$ cat config.mk
export PLATFORM = sky130hd
export DESIGN_NAME = pi_temperature_controller
export DESIGN_NICKNAME = d
export VERILOG_FILES = /design/src/sv/pitc_pkg.sv /design/src/sv/pitc_win.sv /design/src/sv/pitc_pi.sv /design/src/sv/pi_temperature_controller.sv
export VERILOG_INCLUDE_DIRS = /design/src /design/src/sv
export SDC_FILE = /design/constraint.sdc
export NUM_CORES = 2
export LEC_CHECK = 0
export ABC_CLOCK_PERIOD_IN_PS = 7400
export BUFFER_PORTS_ARGS = -buffer_cell sky130_fd_sc_hd__buf_2
export CAP_MARGIN = 15
export CELL_PAD_IN_SITES_DETAIL_PLACEMENT = 1
export CELL_PAD_IN_SITES_GLOBAL_PLACEMENT = 1
export CORE_MARGIN = 4
export CORE_UTILIZATION = 45
export CTS_BUF_LIST = sky130_fd_sc_hd__clkbuf_4
export DETAILED_ROUTE_END_ITERATION = 16
export GPL_TIMING_DRIVEN = 1
export PLACE_DENSITY_LB_ADDON = 0.12
export SLEW_MARGIN = 20
export SYNTH_ARGS = -nofsm -noshare
export SYNTH_HDL_FRONTEND = slang
export SYNTH_SLANG_ARGS = --single-unit
$ cat constraint.sdc
create_clock -name clk -period 7.4 [get_ports clk]
set_input_delay 0.37 -clock clk [delete_from_list [all_inputs] [get_ports clk]]
set_output_delay 0.37 -clock clk [all_outputs]
set_load 0.1 [all_outputs]
$ cat src/sv/pi_temperature_controller_macros.svh
// Assertion macros shared by the temperature controller RTL.
// Included by the module that carries concurrent checks; expects clk and rst_n in scope.
`ifndef PI_TEMPERATURE_CONTROLLER_MACROS_SVH
`define PI_TEMPERATURE_CONTROLLER_MACROS_SVH
`ifndef SYNTHESIS
`define PITC_ASSERT_IMP(lbl, ante, cons) \
  lbl: assert property (@(posedge clk) disable iff (!rst_n) (ante) |-> (cons)) \
    else $error("pitc check failed");
`define PITC_ASSERT_NXT(lbl, ante, cons) \
  lbl: assert property (@(posedge clk) disable iff (!rst_n) (ante) |=> (cons)) \
    else $error("pitc check failed");
`else
`define PITC_ASSERT_IMP(lbl, ante, cons)
`define PITC_ASSERT_NXT(lbl, ante, cons)
`endif
`endif

$ cat src/sv/pitc_pkg.sv
// Shared types, constants and inter-module structs of the temperature controller.
// No dependencies; imported by every module of the block.
`default_nettype none
package pitc_pkg;

  localparam int WIN_N = 9;
  localparam int POS_W = (WIN_N > 1) ? $clog2(WIN_N) : 1;
  localparam int SUM_W = 17 + $clog2(WIN_N);

  typedef logic signed [15:0]    temp_t;
  typedef logic [POS_W-1:0]      pos_t;
  typedef logic signed [SUM_W-1:0] sum_t;
  typedef logic [SUM_W-1:0]      mag_t;
  typedef logic [SUM_W:0]        recip_t;
  typedef logic [2*SUM_W:0]      qprod_t;

  // floor(2^SUM_W / WIN_N): estimate is exact or one low, fixed by one compare
  localparam recip_t DIV_RECIP = recip_t'((longint'(1) << SUM_W) / WIN_N);

  localparam logic [19:0] TEMP_SCALE  = 20'd689485;
  localparam logic [31:0] TEMP_ROUND  = 32'd32768;
  localparam logic signed [16:0] TEMP_OFFSET = 17'sd11336;

  localparam logic signed [34:0] INTEG_LIMIT = 35'sd419430400;
  localparam logic [17:0] CONTROL_MAX = 18'd256000;
  localparam int DUTY_K = 26;
  localparam logic [8:0] DUTY_RECIP = 9'((longint'(1) << DUTY_K) / 256000);

  typedef enum logic [7:0] {
    CFG_SETPOINT      = 8'd0,
    CFG_PROP_GAIN     = 8'd1,
    CFG_INTEG_GAIN    = 8'd2,
    CFG_SAMPLE_PERIOD = 8'd3
  } cfg_reg_e;

  typedef struct packed {
    logic  done;
    temp_t mean;
  } win_res_t;

  typedef struct packed {
    logic        start;
    temp_t       mean;
    temp_t       setpoint;
    logic [15:0] kp;
    logic [15:0] ki;
    logic [15:0] ts;
  } pi_req_t;

  typedef struct packed {
    logic        done;
    logic [7:0]  duty;
    logic [17:0] ctrl;
  } pi_res_t;

endpackage
`default_nettype wire

$ cat src/sv/pitc_win.sv
// Sample window: sensor code conversion, window memory with running sum, mean.
// Depends on pitc_pkg.
`default_nettype none
module pitc_win import pitc_pkg::*; (
  input  wire logic        clk,
  input  wire logic        rst_n,
  input  wire logic        start,
  input  wire logic [11:0] code,
  output win_res_t         res
);

  typedef enum logic [2:0] {W_IDLE, W_CONV, W_SUM, W_ABS, W_DIV, W_FIX} wstate_t;

  wstate_t          state_r;
  pos_t             pos_r;
  logic [WIN_N-1:0] valid_r;
  sum_t             sum_r;
  logic             done_r;

  logic [31:0] prod_r;
  temp_t       temp_r;
  temp_t       old_r;
  mag_t        mag_r;
  logic        neg_r;
  qprod_t      qprod_r;
  temp_t       mean_r;

  temp_t mem_r [WIN_N];
  temp_t rd_r;
  logic  mem_we;

  logic [31:0]       rnd_sum;
  logic signed [16:0] conv;
  mag_t              q_est;
  mag_t              rem;
  mag_t              q_fix;

  assign mem_we = (state_r == W_SUM);

  always_ff @(posedge clk) begin
    if (mem_we) begin
      mem_r[pos_r] <= temp_r;
    end
    rd_r <= mem_r[pos_r];
  end

  always_comb begin
    rnd_sum = prod_r + TEMP_ROUND;
    conv    = $signed({1'b0, rnd_sum[31:16]}) - TEMP_OFFSET;
    q_est   = mag_t'(qprod_r >> SUM_W);
    rem     = mag_r - mag_t'(q_est * WIN_N);
    q_fix   = (rem >= mag_t'(WIN_N)) ? q_est + mag_t'(1) : q_est;
  end

  always_ff @(posedge clk) begin
    if (!rst_n) begin
      state_r <= W_IDLE;
      pos_r   <= '0;
      valid_r <= '0;
      sum_r   <= '0;
      done_r  <= 1'b0;
    end else begin
      done_r <= 1'b0;
      case (state_r)
        W_IDLE: begin
          if (start) begin
            state_r <= W_CONV;
          end
        end
        W_CONV: state_r <= W_SUM;
        W_SUM: begin
          // replace the oldest sample in the running sum
          sum_r          <= sum_r + sum_t'(temp_r) - sum_t'(old_r);
          valid_r[pos_r] <= 1'b1;
          pos_r          <= (pos_r == pos_t'(WIN_N - 1)) ? '0 : pos_r + pos_t'(1);
          state_r        <= W_ABS;
        end
        W_ABS: state_r <= W_DIV;
        W_DIV: state_r <= W_FIX;
        W_FIX: begin
          done_r  <= 1'b1;
          state_r <= W_IDLE;
        end
        default: state_r <= W_IDLE;
      endcase
    end
  end

  always_ff @(posedge clk) begin
    if (state_r == W_IDLE && start) begin
      prod_r <= 32'(code) * 32'(TEMP_SCALE);
    end
    if (state_r == W_CONV) begin
      temp_r <= temp_t'(conv);
      old_r  <= valid_r[pos_r] ? rd_r : '0;
    end
    if (state_r == W_ABS) begin
      neg_r <= sum_r[SUM_W-1];
      mag_r <= sum_r[SUM_W-1] ? mag_t'(-sum_r) : mag_t'(sum_r);
    end
    if (state_r == W_DIV) begin
      qprod_r <= qprod_t'(mag_r) * qprod_t'(DIV_RECIP);
    end
    if (state_r == W_FIX) begin
      // truncate toward zero: divide the magnitude, restore the sign
      mean_r <= neg_r ? temp_t'(-q_fix) : temp_t'(q_fix);
    end
  end

  assign res.done = done_r;
  assign res.mean = mean_r;

endmodule
`default_nettype wire

$ cat src/sv/pitc_pi.sv
// Velocity-form PI step with clamped integral and control level, and duty scaling.
// Depends on pitc_pkg.
`default_nettype none
module pitc_pi import pitc_pkg::*; (
  input  wire logic clk,
  input  wire logic rst_n,
  input  pi_req_t   req,
  output pi_res_t   res
);

  typedef logic signed [16:0] err_t;
  typedef logic signed [17:0] delta_t;
  typedef logic signed [33:0] ip_t;
  typedef logic signed [34:0] isum_t;
  typedef logic signed [29:0] integ_t;
  typedef logic signed [34:0] pp_t;
  typedef logic signed [46:0] kp_t;
  typedef logic signed [59:0] inc_t;
  typedef logic signed [28:0] rnd_t;
  typedef logic signed [29:0] acc_t;
  typedef logic [25:0]        x_t;
  typedef logic [34:0]        dp_t;

  typedef enum logic [3:0] {
    P_IDLE, P_IMUL, P_INT, P_PMUL, P_KMUL, P_ADD, P_RND, P_ACC, P_DX, P_DMUL, P_DFIX
  } pstate_t;

  pstate_t     state_r;
  integ_t      integ_r;
  err_t        prev_r;
  logic [17:0] ctrl_r;
  logic        done_r;

  err_t       err_r;
  delta_t     delta_r;
  ip_t        ip_r;
  pp_t        pprod_r;
  kp_t        kprod_r;
  inc_t       inc_r;
  rnd_t       rnd_r;
  x_t         x_r;
  dp_t        dprod_r;
  logic [7:0] duty_r;

  isum_t      isum;
  integ_t     integ_nxt;
  inc_t       bias;
  inc_t       rsum;
  acc_t       asum;
  logic [17:0] ctrl_nxt;
  logic [7:0] q_est;
  x_t         rem;

  always_comb begin
    isum = isum_t'(integ_r) + isum_t'(ip_r);
    if (isum > INTEG_LIMIT) begin
      integ_nxt = integ_t'(INTEG_LIMIT);
    end else if (isum < -INTEG_LIMIT) begin
      integ_nxt = integ_t'(-INTEG_LIMIT);
    end else begin
      integ_nxt = integ_t'(isum);
    end

    // half away from zero: negative values take one less of the half bias
    bias = inc_r[59] ? inc_t'(32'h7FFF_FFFF) : inc_t'(32'h8000_0000);
    rsum = inc_r + bias;

    asum = acc_t'(ctrl_r) + acc_t'(rnd_r);
    if (asum < 0) begin
      ctrl_nxt = '0;
    end else if (asum > acc_t'(CONTROL_MAX)) begin
      ctrl_nxt = CONTROL_MAX;
    end else begin
      ctrl_nxt = asum[17:0];
    end

    q_est = 8'(dprod_r >> DUTY_K);
    rem   = x_r - x_t'(q_est) * x_t'(CONTROL_MAX);
  end

  always_ff @(posedge clk) begin
    if (!rst_n) begin
      state_r <= P_IDLE;
      integ_r <= '0;
      prev_r  <= '0;
      ctrl_r  <= '0;
      done_r  <= 1'b0;
    end else begin
      done_r <= 1'b0;
      case (state_r)
        P_IDLE: begin
          if (req.start) begin
            state_r <= P_IMUL;
          end
        end
        P_IMUL: state_r <= P_INT;
        P_INT: begin
          integ_r <= integ_nxt;
          prev_r  <= err_r;
          state_r <= P_PMUL;
        end
        P_PMUL: state_r <= P_KMUL;
        P_KMUL: state_r <= P_ADD;
        P_ADD:  state_r <= P_RND;
        P_RND:  state_r <= P_ACC;
        P_ACC: begin
          ctrl_r  <= ctrl_nxt;
          state_r <= P_DX;
        end
        P_DX:   state_r <= P_DMUL;
        P_DMUL: state_r <= P_DFIX;
        P_DFIX: begin
          done_r  <= 1'b1;
          state_r <= P_IDLE;
        end
        default: state_r <= P_IDLE;
      endcase
    end
  end

  always_ff @(posedge clk) begin
    if (state_r == P_IDLE && req.start) begin
      err_r <= err_t'(req.setpoint) - err_t'(req.mean);
    end
    if (state_r == P_IMUL) begin
      ip_r    <= ip_t'(err_r) * ip_t'($signed({1'b0, req.ts}));
      delta_r <= delta_t'(err_r) - delta_t'(prev_r);
    end
    if (state_r == P_PMUL) begin
      pprod_r <= pp_t'($signed({1'b0, req.kp})) * pp_t'(delta_r);
    end
    if (state_r == P_KMUL) begin
      kprod_r <= kp_t'($signed({1'b0, req.ki})) * kp_t'(integ_r);
    end
    if (state_r == P_ADD) begin
      inc_r <= (inc_t'(pprod_r) <<< 24) + inc_t'(kprod_r);
    end
    if (state_r == P_RND) begin
      rnd_r <= rnd_t'(rsum >>> 32);
    end
    if (state_r == P_DX) begin
      x_r <= {ctrl_r, 8'd0} - x_t'(ctrl_r);
    end
    if (state_r == P_DMUL) begin
      dprod_r <= dp_t'(x_r) * dp_t'(DUTY_RECIP);
    end
    if (state_r == P_DFIX) begin
      duty_r <= (rem >= x_t'(CONTROL_MAX)) ? q_est + 8'd1 : q_est;
    end
  end

  assign res.done = done_r;
  assign res.duty = duty_r;
  assign res.ctrl = ctrl_r;

endmodule
`default_nettype wire

$ cat src/sv/pi_temperature_controller.sv
// Heater temperature controller: nine-sample mean of the sensor, PI regulation
// in automatic mode, hand stepping of the duty in manual mode.
//
// Input channel (in_*): one transfer per sample tick carries the 12-bit sensor
// code and the mode and step buttons. Result channel (out_*): one transfer per
// input item with duty, mode flag, mean temperature and control level.
// Configuration channel (cfg_*): setpoint and gains, always ready; write it
// only while no item is in flight. Indexes beyond the register list are dropped.
// The result passes through the window memory read-modify-write and, in
// automatic mode, the chain of PI multiplies, each registered before the next.
// in_tready rises again in the cycle the result is registered, so the next
// item is taken only once the result is registered.
// A stalled receiver holds the result in the output register; the next item is
// still accepted and waits at the end of its processing for the register.
// Reset (rst_n low, synchronous) clears the window, the PI state, the duty and
// the mode, and loads the default setpoint and gains.
`default_nettype none
`include "pi_temperature_controller_macros.svh"
module pi_temperature_controller import pitc_pkg::*; (
  input  wire logic        clk,
  input  wire logic        rst_n,
  input  wire logic        in_tvalid,
  output      logic        in_tready,
  input  wire logic [15:0] in_tdata,   // [11:0] sensor_code, [12] mode_button, [13] step_button
  output      logic        out_tvalid,
  input  wire logic        out_tready,
  output      logic [47:0] out_tdata,  // [7:0] duty, [8] manual_active,
                                       // [24:9] filtered_temp, [42:25] control_level
  input  wire logic        cfg_valid,
  output      logic        cfg_ready,
  input  wire logic [7:0]  cfg_index,
  input  wire logic [15:0] cfg_data
);

  typedef enum logic [1:0] {T_IDLE, T_WIN, T_PI, T_OUT} tstate_t;

  tstate_t     state_r;
  logic        manual_r;
  logic [7:0]  duty_r;
  logic        out_tvalid_r;
  temp_t       setpoint_r;
  logic [15:0] kp_r;
  logic [15:0] ki_r;
  logic [15:0] ts_r;

  logic        mode_r;
  logic        step_r;
  logic [47:0] out_tdata_r;

  win_res_t win_res;
  pi_req_t  pi_req;
  pi_res_t  pi_res;

  logic       accept;
  logic       manual_nxt;
  logic [7:0] duty_base;
  logic [7:0] duty_inc;
  logic       out_load;

  assign in_tready = (state_r == T_IDLE);
  assign accept    = in_tvalid && in_tready;
  assign cfg_ready = 1'b1;

  assign manual_nxt = manual_r ^ mode_r;
  assign duty_base  = mode_r ? 8'd0 : duty_r;
  assign duty_inc   = (duty_base + 8'd1 == 8'hFF) ? 8'd0 : duty_base + 8'd1;
  assign out_load   = (state_r == T_OUT) && (!out_tvalid_r || out_tready);

  assign pi_req.start    = (state_r == T_WIN) && win_res.done && !manual_nxt;
  assign pi_req.mean     = win_res.mean;
  assign pi_req.setpoint = setpoint_r;
  assign pi_req.kp       = kp_r;
  assign pi_req.ki       = ki_r;
  assign pi_req.ts       = ts_r;

  pitc_win u_win (
    .clk   (clk),
    .rst_n (rst_n),
    .start (accept),
    .code  (in_tdata[11:0]),
    .res   (win_res)
  );

  pitc_pi u_pi (
    .clk   (clk),
    .rst_n (rst_n),
    .req   (pi_req),
    .res   (pi_res)
  );

  always_ff @(posedge clk) begin
    if (!rst_n) begin
      setpoint_r <= 16'sd12800;
      kp_r       <= 16'd6400;
      ki_r       <= 16'd655;
      ts_r       <= 16'd6554;
    end else if (cfg_valid && cfg_ready) begin
      case (cfg_index)
        CFG_SETPOINT:      setpoint_r <= temp_t'(cfg_data);
        CFG_PROP_GAIN:     kp_r       <= cfg_data;
        CFG_INTEG_GAIN:    ki_r       <= cfg_data;
        CFG_SAMPLE_PERIOD: ts_r       <= cfg_data;
        default: ;
      endcase
    end
  end

  always_ff @(posedge clk) begin
    if (!rst_n) begin
      state_r      <= T_IDLE;
      manual_r     <= 1'b0;
      duty_r       <= '0;
      out_tvalid_r <= 1'b0;
    end else begin
      if (out_load) begin
        out_tvalid_r <= 1'b1;
      end else if (out_tready) begin
        out_tvalid_r <= 1'b0;
      end
      case (state_r)
        T_IDLE: begin
          if (accept) begin
            state_r <= T_WIN;
          end
        end
        T_WIN: begin
          if (win_res.done) begin
            // mode toggle first, then either PI or the step button
            manual_r <= manual_nxt;
            if (!manual_nxt) begin
              duty_r  <= duty_base;
              state_r <= T_PI;
            end else begin
              duty_r  <= step_r ? duty_inc : duty_base;
              state_r <= T_OUT;
            end
          end
        end
        T_PI: begin
          if (pi_res.done) begin
            duty_r  <= pi_res.duty;
            state_r <= T_OUT;
          end
        end
        T_OUT: begin
          if (out_load) begin
            state_r <= T_IDLE;
          end
        end
        default: state_r <= T_IDLE;
      endcase
    end
  end

  always_ff @(posedge clk) begin
    if (accept) begin
      mode_r <= in_tdata[12];
      step_r <= in_tdata[13];
    end
    if (out_load) begin
      out_tdata_r <= {5'd0, pi_res.ctrl, win_res.mean, manual_r, duty_r};
    end
  end

  assign out_tvalid = out_tvalid_r;
  assign out_tdata  = out_tdata_r;

  `PITC_ASSERT_NXT(a_accept_busy, in_tvalid && in_tready, !in_tready)
  `PITC_ASSERT_IMP(a_manual_duty, out_tvalid && out_tdata[8], out_tdata[7:0] != 8'hFF)
  `PITC_ASSERT_IMP(a_ctrl_range, out_tvalid, out_tdata[42:25] <= CONTROL_MAX)
  `PITC_ASSERT_IMP(a_pi_done_state, pi_res.done, state_r == T_PI)

endmodule
`default_nettype wire

**Word-level counts from Yosys, hierarchy flattened**

Memory sizes are Yosys's and may differ from the RTL's. A register that Yosys moved wholly into a read port is not among the register bits.
Index checks and enable logic that the tools add are counted.

- Mux-type cells: 37
- Add/sub/neg operators: 19
- Reductions and logical operators: 23
- Bitwise gates (word level): 2
- $lt $le $gt $ge: 8
- Eq/ne operators: 29
- $mul: 8

Operator list:

| kind | count |
|---|---|
| $add 59x47->60 | 1 |
| $add 60x33->60 | 1 |
| $mux 30 | 2 |
| $mux 8 | 7 |
| $mul 17x30->47 | 1 |
| $pmux 4 s10 | 1 |
| $mul 21x15->36 const B | 1 |
| $mux 18 | 2 |
| $add 30x34->35 | 1 |
| $gt 35x30->1 const B | 1 |
| $lt 35x30->1 const B | 1 |
| $mul 17x18->35 | 1 |
| $mul 17x17->34 | 1 |
| $mul 26x8->33 const B | 1 |
| $add 32x16->32 const B | 1 |
| $mul 12x20->32 const B | 1 |
| $mux 16 | 2 |
| $mux 32 | 1 |
| $add 19x28->29 | 1 |
| $gt 29x19->1 const B | 1 |
| $lt 29x1->1 const B | 1 |
| $ge 26x18->1 const B | 1 |
| $sub 26x18->26 | 1 |
| $sub 26x26->26 | 1 |
| 53 further kinds | 93 |

- Logic and storage cells: 166
- Bits of input ports: 45
- Flip-flop bits (word level): 673
- Output and inout bits: 51
- RAM bits: 144
- Memories: 1

Memory list:

| memory | depth | bits a word | read ports | clocked after Yosys merged registers in | write ports | RTL line | text |
|---|---|---|---|---|---|---|---|
| u_win.mem_r | 9 | 16 | 1 | 1 | 1 | pitc_win.sv:28 | `temp_t mem_r [WIN_N];` |

**Longest topological paths before layout**

- Depth in word-level cells: 8
- Gate-level depth with buffers: 28
- Mapped depth without buffers: 26

**By module**

Synthesis repeated with hierarchy kept, for this count alone.

- Cells, all modules: 9,138
- Area total of the unflattened synthesis: 90,096.4 µm²

Modules (own cells, without submodules):

| module | cells an instance | area an instance (µm²) | times used |
|---|---|---|---|
| pitc_pi | 6,685 | 62,202.2 | 1 |
| pitc_win | 2,053 | 23,113.4 | 1 |
| pi_temperature_controller | 400 | 4,780.8 | 1 |

**Worst setup path after synthesis**

OpenSTA, ideal clock, no wires.

- Kind: register to register
- From: register u_pi.integ_r[15]
- To: register u_pi.kprod_r[45] (data pin)
- Data required time: 7,135 ps
- Buffers on the path: 2
- Clock period less this slack: 7,019 ps
- Data arrival time: 6,754 ps
- Stages on the path, launching flop included: 28
- Setup slack: 381 ps
- Cells stage by stage: dfxtp_1 clkbuf_1 clkbuf_1 nand2_1 fa_1 inv_1 fa_1 inv_1 fa_1 inv_1 fa_1 fa_1 inv_1 fa_1 inv_1 ha_1 a21oi_1 o21bai_1 a21o_1 a21oi_1 nor2b_1 o41ai_1 a2111oi_0 o21ai_0 nand2_1 a221oi_1 o21ai_0 xor2_1

- Cells in the longest elaborated chain, start to end: 1

RTL lines:

| element | RTL line | text |
|---|---|---|
| from (decl) | pitc_pi.sv:29 | `integ_t integ_r;` |
| from (signal assigned) | pitc_pi.sv:98 | `integ_r <= integ_nxt;` |
| $mul 17x30->47 | pitc_pi.sv:133 | `kprod_r <= kp_t'($signed({1'b0, req.ki})) * kp_t'(integ_r);` |
| to (signal assigned) | pitc_pi.sv:133 |  |
| to (decl) | pitc_pi.sv:38 | `kp_t kprod_r;` |

Every way passes these cells.
A chain may end at the register's enable or synchronous reset.

**Final worst setup path**

- From: register ki_r[10]
- To: register u_pi.kprod_r[45] (data pin)

- Cells in the longest elaborated chain, start to end: 1

RTL lines:

| element | RTL line | text |
|---|---|---|
| from (decl) | pi_temperature_controller.sv:43 | `logic [15:0] ki_r;` |
| from (signal assigned) | pi_temperature_controller.sv:101 | `CFG_INTEG_GAIN: ki_r <= cfg_data;` |
| $mul 17x30->47 | pitc_pi.sv:133 |  |

Every way passes these cells.

==> impl_metrics.csv <==
group,metric,value,unit
layout,seqCellArea,21300,sq um
power,leakage,45.1,nW
yosys,synth_most_common_cell,"inv_1",
yosys,yosysWarnings,0,
clocking,cts.clk_slew.worst_paths,0.07,ns
detailed_routing,initialDrtViolationCount,3268,
floorplan,initial_core_util,45.5,%
status,status,"finished clean",
worst_setup_path,cp.arrival,8.04,ns
detailed_routing,drc_errors,0,
sta,slew_violations,0,
global_route,grt_antenna_before_repair,10,
clocking,cts_buffers,219,
layout,multi_input_area,59700,sq um
detailed_routing,ant_nets,0,
power,p_seq_share,32.1,%
yosys,yosys.area.top_type,"fa_1",
clocking,clock_sinks,775,
sta,setup_viol,0,
worst_setup_path,crit_slowest_cell,"fa_1",
global_route,grt_pass1_vias,71792,
sta,fmax,141,MHz
clocking,htreeDepth,4,
yosys,synthArstFlopShare,0,%
yosys,synthTopCellsByCount,"1,897 x inv_1, 1,242 x fa_1, 1,059 x nand2_1",
power,power.density,185,nW/um^2
worst_setup_path,critPathKind,"flop to flop",
yosys,avgSynthCellArea,9.79,sq um
layout,nets,11538,
detailed_routing,dr.pass1.iters,7,
floorplan,core_area,196000,sq um
power,worst_ir_drop_vdd,0.000376,V
detailed_routing,finalWirelength,244000,um
run,cap_violations,0,
power,power,18.0,mW
sta,layout_setup_ws,0.319,ns
global_route,gr-total-overflow,0,
place,port_buffers,87,
yosys,synthFlopType,"edfxtp_1",
yosys,synth.area.top_cells,"fa_1 28%, edfxtp_1 19%, ha_1 12%",
worst_setup_path,start_kind,"flop",
layout,fin_util,49.6,%
worst_setup_path,crit_buf_inv,7,
floorplan,die_x,453,um
place,placed_area,93300,sq um
sta,rsz0062_at_grt,"no",
layout,syn_to_final_growth,9.09,%
floorplan,die_y,453,um
sta,fin_crit,7.08,ns
global_route,grt_pass1_wl,398000,um
floorplan,rows,162,
yosys,synth-seq-cells,775,
floorplan,io_pins,96,
floorplan,die_area,205000,sq um
worst_setup_path,required,8.36,ns
worst_setup_path,path_common_cell,"fa_1",
power,intPower,10.9,mW
sta,hold_viol_final,0,
place,place_ws,-0.221,ns
yosys,ys_seq_area_share,23.9,%
detailed_routing,viasPerCell,5.24,
global_route,grt_max_degree,75,
yosys,synth_cell_types,99,
worst_setup_path,slowest_delay,0.57,ns
sta,slew_headroom,24.1,%
power,p_sw,7.11,mW
yosys,syn_area,89000,sq um
clocking,cts_tree,"yes",
sta,skew,0.0736,ns
sta,worst_slew_pin_slew,1.14,ns
layout,fillers,22281,
detailed_routing,wl_per_cell,20.0,um
detailed_routing,vias,63976,
power,p_clk_share,23.8,%
worst_setup_path,critPathTopFamily,"adder cells",
place,gp_congestion,0.866,
global_route,grt_usage,24.5,%
layout,drive_above_1_share,8.40,%
worst_setup_path,cp_max_fo,19,
worst_setup_path,critPathCaptureType,"flop",
yosys,synth_edf_count,575,
clocking,ctsLongestPathBuffers,3,
power,pwr-share-comb,44.1,%
yosys,synth_top_cell_area_share,27.9,%
clocking,root_buffer,"clkbuf_4",
yosys,syn_inst,9093,
clocking,clk_latency,1.31,ns
place,hpwlAfterDp,200000,um
power,switching_share,39.6,%
min_path,min_path_type,"primary input to flop",
sta,min_period_over_period,95.7,%
layout,design_area,97100,sq um
## cell usage in the layout (no fill, tap or decap), types with 26 or more instances in the layout
cell type	Yosys	routed
inv_1	1897	1896
fa_1	1242	1242
nand2_1	1059	1059
ha_1	873	873
edfxtp_1	575	575
and2_1	439	438
clkbuf_4	0	336
a21oi_1	328	326
nor2_1	307	305
xnor2_1	300	300
o21ai_0	218	215
buf_4	7	199
dfxtp_1	200	187
nand3_1	110	110
xor2_1	103	103
nor3_1	101	94
a21o_1	91	91
buf_2	3	88
and3_1	68	68
nand2b_1	63	63
dlygate4sd3_1	0	63
o21a_1	61	60
mux2i_1	57	57
nor2b_1	50	49
or3_1	42	42
a211oi_1	34	33
mux4_2	33	33
nand4_1	32	32
clkinv_1	0	32
a21boi_0	31	31
o21bai_1	29	29
a31oi_1	26	26
## metal layers
layer	GRT usage (%)	part of all wire, %
met2	41.0	48
met1	33.2	45
met4	6.82	2.5
met3	3.64	4.5
met5	0	0.017
## what timing repair did
item / CTS / global route
hold buffers: 63 / 0
gates resized for setup: 4 / 26
setup endpoints to repair: 3 / 12
pin swaps: 0 / 4
setup buffers: 0 / 1
endpoints found under the hold margin: 111 / 0
## layout make-up
| type | count | share of cell area (%) |
|---|---|---|
| sequential | 775 | 21.9 |
| tap | 2624 | 3.38 |
| timing repair buffer | 358 | 2.78 |
| clock inverter | 70 | 0.517 |
| antenna | 14 | 0.0361 |
| multi-input combinational | 6127 | 61.4 |
| inverter | 1897 | 7.33 |
| clock buffer | 336 | 2.60 |
## state kept, by name, summed over array words and instances, names as in the netlist, 26 cells and up
| name | cells |
|---|---|
| u_win.mem_r | 144 |
| u_pi.integ_r | 30 |
| u_pi.kprod_r | 47 |
| u_pi.ip_r | 34 |
| u_pi.x_r | 26 |
| out_tdata | 43 |
| u_pi.rnd_r | 28 |
| u_pi.pprod_r | 35 |
| u_pi.inc_r | 60 |
## power by group through the flow
stage	sequential, mW	combinational (mW)	clock [mW]
global placement	5.82	7.63	0
global route	5.81	9.06	4.71
finish	5.76	7.93	4.28
floorplan	5.77	5.88	0
detailed placement	5.85	7.91	0
CTS	5.76	8.01	4.47
## worst register-to-register path: stages, from the launching register on
cell and delay (ns):
dfxtp_1 0.56, buf_4 0.19, buf_4 0.26, nand2_1 0.11
fa_1 0.49, inv_1 0.05, fa_1 0.48, fa_1 0.57
fa_1 0.43, fa_1 0.50, inv_1 0.05, fa_1 0.51
inv_1 0.06, ha_1 0.37, nand4_1 0.18, nor2_1 0.06
nand2_1 0.07, o41ai_2 0.08, o41ai_2 0.32, buf_4 0.19
a2111oi_1 0.07, buf_4 0.16, o21ai_1 0.18, nand2_1 0.15
a221oi_4 0.35, o21ai_0 0.15, xor2_1 0.15
## cell families (layout without fill, tap and decap cells)
logic type | count (synthesis) | count (layout) | share of synthesized area, %
simple gates | 2408 | 2408 | 13.0
other cells | 2 | 20 | 0.00844
compound gates | 1100 | 1100 | 8.09
fa+ha+maj | 2115 | 2115 | 40.2
buf+inv | 2195 | 2661 | 9.30
xor+xnor | 403 | 403 | 3.96
flops | 775 | 775 | 23.9
mux | 95 | 95 | 1.54
## worst paths after layout
kind	startpoint	end	slack, ns	cells past startpoint
setup / recovery	ki_r[10]$_SDFFE_PN0P_	u_pi.kprod_r[45]$_DFFE_PP_	0.32	26
hold / removal	cfg_data[8]	ki_r[8]$_SDFFE_PN0P_	0.18	4
setup reg to reg	ki_r[10]$_SDFFE_PN0P_	u_pi.kprod_r[45]$_DFFE_PP_	0.32	26
hold reg to reg	u_pi.kprod_r[6]$_DFFE_PP_	u_pi.inc_r[6]$_DFFE_PP_	0.38	0
## metrics by stage
step / TNS (ns) / std cells / hold WS [ns]
detailed placement: -0.535 / 11716 / 0.405
global route: 0 / 12193 / 0.0260
finish: 0 / 12201 / 0.178
global placement: -0.215 / 11716 / 0.404
CTS: 0 / 12185 / 0.00858
floorplan: 0 / 9097 / 0.400
Note: power is estimated with default switching activity, not from simulation.
